File: src/hw/rtl/text_console_writer_defines.svh
// Assertion helpers for the text console writer.
`ifndef TEXT_CONSOLE_WRITER_DEFINES_SVH
`define TEXT_CONSOLE_WRITER_DEFINES_SVH

`ifndef SYNTH
// Check that an implication holds at every rising edge outside reset.
`define TCW_ASSERT(lbl, clk, rstn, prop, msg) \
  lbl: assert property (@(posedge clk) disable iff (!rstn) (prop)) else $error(msg);
// Check that a condition never holds outside reset.
`define TCW_ASSERT_NEVER(lbl, clk, rstn, cond, msg) \
  lbl: assert property (@(posedge clk) disable iff (!rstn) !(cond)) else $error(msg);
`else
`define TCW_ASSERT(lbl, clk, rstn, prop, msg)
`define TCW_ASSERT_NEVER(lbl, clk, rstn, cond, msg)
`endif

`endif

File: src/hw/rtl/tcw_pkg.sv
package tcw_pkg;

  // Field widths
  localparam int ROW_W  = 5;
  localparam int COL_W  = 7;
  localparam int CHAR_W = 8;
  localparam int CELL_W = 16;

  // Screen geometry
  localparam int ROWS           = 25;
  localparam int COLS           = 80;
  localparam int FIRST_TEXT_ROW = 2;
  localparam int NCELLS         = ROWS * COLS;
  localparam int ADDR_W         = $clog2(NCELLS);
  localparam int SCROLL_BASE    = FIRST_TEXT_ROW * COLS;
  localparam int LAST_ROW_BASE  = (ROWS - 1) * COLS;

  localparam logic [CELL_W-1:0] BLANK_RESET  = 16'h0120;
  localparam logic [CHAR_W-1:0] CH_NEWLINE   = 8'd10;
  localparam logic [CHAR_W-1:0] CH_BACKSPACE = 8'd8;
  localparam logic [CHAR_W-1:0] CH_SPACE     = 8'h20;

  localparam logic MODE_PUT  = 1'b0;
  localparam logic MODE_READ = 1'b1;

  // Controller to datapath
  typedef struct packed {
    logic clear;    // write one reset cell of the clearing pass
    logic accept;   // capture an input beat
    logic decode;   // apply a put item, or issue a cell read
    logic capture;  // take the read data
    logic scroll;   // move one cell of the scroll sweep
    logic emit;     // load the output register
  } tcw_cmd_t;

  // Datapath to controller
  typedef struct packed {
    logic sweep_last;
    logic is_read;
    logic do_scroll;
    logic out_free;
  } tcw_sts_t;

  function automatic logic [ADDR_W-1:0] cell_addr(input logic [ROW_W-1:0] row,
                                                  input logic [COL_W-1:0] col);
    cell_addr = ADDR_W'(int'(row) * COLS + int'(col));
  endfunction

endpackage

File: src/hw/rtl/tcw_ctrl.sv
module tcw_ctrl (
  input  logic              clk_i,
  input  logic              rst_ni,
  input  logic              in_valid_i,
  output logic              in_ready_o,
  input  tcw_pkg::tcw_sts_t sts_i,
  output tcw_pkg::tcw_cmd_t cmd_o
);

  typedef enum logic [5:0] {
    S_CLEAR  = 6'b000001,
    S_IDLE   = 6'b000010,
    S_DECODE = 6'b000100,
    S_RDWAIT = 6'b001000,
    S_SCROLL = 6'b010000,
    S_RESULT = 6'b100000
  } state_e;

  state_e state_q, state_d;

  always_ff @(posedge clk_i or negedge rst_ni) begin
    if (!rst_ni) begin
      state_q <= S_CLEAR;
    end else begin
      state_q <= state_d;
    end
  end

  always_comb begin
    state_d    = state_q;
    cmd_o      = '0;
    in_ready_o = 1'b0;
    case (state_q)
      S_CLEAR: begin
        cmd_o.clear = 1'b1;
        if (sts_i.sweep_last) state_d = S_IDLE;
      end
      S_IDLE: begin
        in_ready_o = 1'b1;
        if (in_valid_i) begin
          cmd_o.accept = 1'b1;
          state_d      = S_DECODE;
        end
      end
      S_DECODE: begin
        cmd_o.decode = 1'b1;
        if (sts_i.is_read) begin
          state_d = S_RDWAIT;
        end else if (sts_i.do_scroll) begin
          state_d = S_SCROLL;
        end else begin
          state_d = S_RESULT;
        end
      end
      S_RDWAIT: begin
        cmd_o.capture = 1'b1;
        state_d       = S_RESULT;
      end
      S_SCROLL: begin
        cmd_o.scroll = 1'b1;
        if (sts_i.sweep_last) state_d = S_RESULT;
      end
      S_RESULT: begin
        if (sts_i.out_free) begin
          cmd_o.emit = 1'b1;
          state_d    = S_IDLE;
        end
      end
      default: begin
        state_d = S_CLEAR;
      end
    endcase
  end

endmodule

File: config.mk
export PLATFORM = sky130hd
export DESIGN_NAME = tcw_ctrl
export DESIGN_NICKNAME = d
export VERILOG_FILES = /design/src/hw/rtl/text_console_writer_defines.svh /design/src/hw/rtl/tcw_pkg.sv /design/src/hw/rtl/tcw_ctrl.sv
export SDC_FILE = /design/constraint.sdc
export NUM_CORES = 1
export LEC_CHECK = 0
export ABC_AREA = 1
export BUFFER_PORTS_ARGS = -buffer_cell sky130_fd_sc_hd__buf_2
export CAP_MARGIN = 0
export CORE_AREA = 10 10 47 49
export CTS_CLUSTER_SIZE = 24
export DETAILED_ROUTE_END_ITERATION = 10
export DIE_AREA = 0 0 57 59
export PLACE_DENSITY_LB_ADDON = 0.12
export SYNTH_ARGS = -nofsm -noshare
export SYNTH_HDL_FRONTEND = slang
export SYNTH_SLANG_ARGS = --single-unit
export TNS_END_PERCENT = 20
File: constraint.sdc
create_clock -name clk_i -period 2 [get_ports clk_i]
set_clock_uncertainty 0.1 [all_clocks]
set_input_delay 0.1 -clock clk_i [delete_from_list [all_inputs] [get_ports clk_i]]
set_output_delay 0.1 -clock clk_i [all_outputs]
set_load 0.005 [all_outputs]
==> results by group <==
Yosys
  • Register bit total from synthesis: 6
  • Number of nets produced by synthesis: 67
  • Ranking of synthesized cells by area: dfrtp_1 (29%), inv_1 (11%), nand2_1 (9.7%)
  • Combined area of all synthesized cells: 427 µm²
  • Combinational family with the most area after synthesis: simple AND/OR/NAND/NOR gates
  • Post-synthesis cell count: 60
  • Adder-cell area share of the yosys netlist: 0
  • Compound-cell area share of the yosys netlist: 0.0117
  • Post-synthesis mux area share: 0
  • Yosys top cell by area: dfrtp_1
  • Xor and xnor fraction of the mapped netlist area: 0
  • Post-synth top area share: 0.293
  • Area fraction in and, or, nand and nor cells after synthesis: 0.519
  • Sequential-to-total area share from yosys stat: 0.355
  • Number of warning messages in the yosys log: 0
  • Number of distinct library cell variants in the gate-level netlist after synthesis: 14
  • Mean cell area of the mapped netlist: 7.11 µm²

Timing
  • Final-report max-slew violation count: 0
  • Setup repair after global routing missed its margin: false
  • Tightest Pin Transition: 0.225 ns
  • Tightest slew margin relative to the limit: 0.849
  • Peak Freq: roughly 650 MHz
  • Minimum clock period after layout: roughly 1.5 ns
  • Setup-violating endpoint count in the final report: 0
  • Hold violation count in the final report: 0
  • Setup TNS: 0 ns
  • Final period util: 0.765

Detailed routing
  • Iteration-0 DRC Markers: 4
  • Total length of routed wires: 1.08 mm
  • Remaining routing DRC violations: 0
  • Post-detailed-route wirelength per cell: approximately 12 µm
  • Antenna-violating nets left: 0
  • Total number of vias: 427
  • Vias per std cell: 4.54
  • First-pass iteration count of the detailed router: 4

Clock network
  • Clock transition time at the flip-flop clock pins of the worst setup and hold paths: 0.05 ns
  • CTS tree: done
  • Number of H-tree levels: 1
  • CTS Hold Bufs: 1
  • TritonCTS Sinks: 6
  • Insertion delay of the later-clocked pin in the worst-skew pair: 0.24 ns
  • Buffers inserted during post-CTS setup optimization: 0
  • Number of buffers inserted during clock tree synthesis: 3
  • Post-CTS sizing: 0
  • Buffer levels on the longest clock path: 2
  • Root buffer cell: clkbuf_4

Setup path
  • Category of the worst setup path launch point: register
  • Launch point of the critical path: state_q[5]
  • Maximum fanout along the worst path: 6
  • Endpoint type of the worst setup path: output pin
  • Required time of the critical path: approximately 1.8 ns
  • Data arrival at the endpoint of the critical path: 1.33 ns
  • Crit Path Class: reg2out
  • Reg-to-reg slack, setup: between 0.6 and 0.7 ns
  • Worst reg2reg startpoint: state_q[0]

Cells and area
  • Sequential cell area: 151 µm²
  • Non-filler cells in the finished layout: between 90 and 100
  • Commonest non-fill, non-tap cells in the layout: inv_1 (13), buf_2 (13), nor2_1 (11), nand2_1 (11)
  • Max reg flops: 6
  • Fin nets: 86
  • Fillcell total: 176
  • Registers with the most flip-flops: state_q (6)
  • Area of the multi-input gates: 226 µm²
  • Area added between synthesis and finish: 28.4%
  • Antenna diodes: 0
  • Largest register by flop count: state_q
  • Ratio of cells with drive above 1 in the final layout: 0.321

Flow run
  • Reported max-cap violation count: 0

Floorplan
  • Area enclosed by the die boundary: 3360 µm²
  • Total core area: 1400 µm²
  • Horizontal die dimension: 57 µm
  • Top Ports: 14
  • Row count: 14
  • Height of the die: 59 µm
  • Initial core utilization: 0.304

Global route
  • Remaining Overflow, GRT: 0
  • Maximum number of pins on one net before global-route repair: 9
  • Total GRT Usage: 0.0722
  • Vias in the first global route: 457
  • Global-route wire length before repair: 1.90 mm
  • Initial antenna violation count: 0

Placed design
  • Global placement routability congestion: 0.820
  • Half-perimeter wire length of the detailed placement result: 928 µm
  • Placed instance count: 89
  • Port Buffers: 13

Worst hold path
  • Min-delay worst type: in2reg
  • Hold path startpoint: sts_i[2]

Pwr
  • Leakage power total: 0.330 nW
  • Power per standard cell area: 1010 nW/µm²
  • Maximum VDD drop: 0.000487 V

Run status
  • Run status: finished, final reports clean
-- power by group --
group | internal, W | switching, W | total [W] | leakage, nW
registers | 0.000156 | 0.0000312 | 0.000187 | 0.0786
clock network | 0.0000758 | 0.0000464 | 0.000122 | 0.0150
logic | 0.0000910 | 0.000156 | 0.000247 | 0.236
-- routing by layer --
| metal | part of all wire | wire length, µm | up-vias | global-route usage |
|---|---|---|---|---|
| met5 | 0 | 0 | - | 0 |
| met4 | 0.0046 | 5 | 0 | 0.0201 |
| met3 | 0.064 | 69 | 2 | 0.0472 |
| met2 | 0.52 | 562 | 10 | 0.121 |
| met1 | 0.41 | 444 | 187 | 0.0726 |
| li1 | - | - | 228 | - |
-- cell usage after synthesis --
master   number
nor2_2        1
dfrtp_1       5
nand3_1       4
nand2_4       1
nor4_1        1
o21ai_1       1
nand4_1       5
nor2_4        3
nor3_2        1
nand2_1      11
inv_1        13
nand3_2       2
nor2_1       11
dfstp_2       1
-- area by class of cell --
| type | instances | area share |
|---|---|---|
| Multi-Input combinational cell | 41 | 0.413 |
| Sequential cell | 6 | 0.276 |
| Clock buffer | 4 | 0.0479 |
| Tap cell | 16 | 0.0365 |
| Timing Repair Buffer | 14 | 0.137 |
| Inverter | 13 | 0.0890 |
-- kinds of logic after synthesis --
family	count (synthesis)
buf+inv	13
compound gates	1
flops	6
simple gates	40
-- metrics by stage --
| stage | setup WS, ns | util | hold slack (ns) | power, W | area [µm²] |
|---|---|---|---|---|---|
| final | 0.470 | 0.391 | 0.0127 | 0.000556 | 548 |
| after global routing | 0.350 | 0.391 | 0.0337 | 0.000614 | 548 |
| after CTS | 0.448 | 0.391 | 0.00787 | 0.000570 | 548 |
| after detailed placement | 0.675 | 0.365 | -0.164 | 0.000441 | 512 |
| after global placement | 0.664 | 0.365 | -0.164 | 0.000441 | 512 |
| after floorplan | 0.787 | - | -0.296 | 0.000364 | 427 |
-- worst max-delay path: stages, from the launching register on --
cell and delay [ns]:
dfrtp_1 0.41, nor2_4 0.24, nand2_4 0.09, nor3_2 0.19, buf_2 0.16
-- path summary, 6_finish.rpt --
path	to	depth (start not counted)
max	cmd_o[3]	4
max in group asynchronous	state_q[0]	2
max reg2reg	state_q[0]	7
min in group asynchronous	state_q[2]	2
min	state_q[3]	3
min reg2reg	state_q[3]	1
Power figures use the tool's default switching activity.
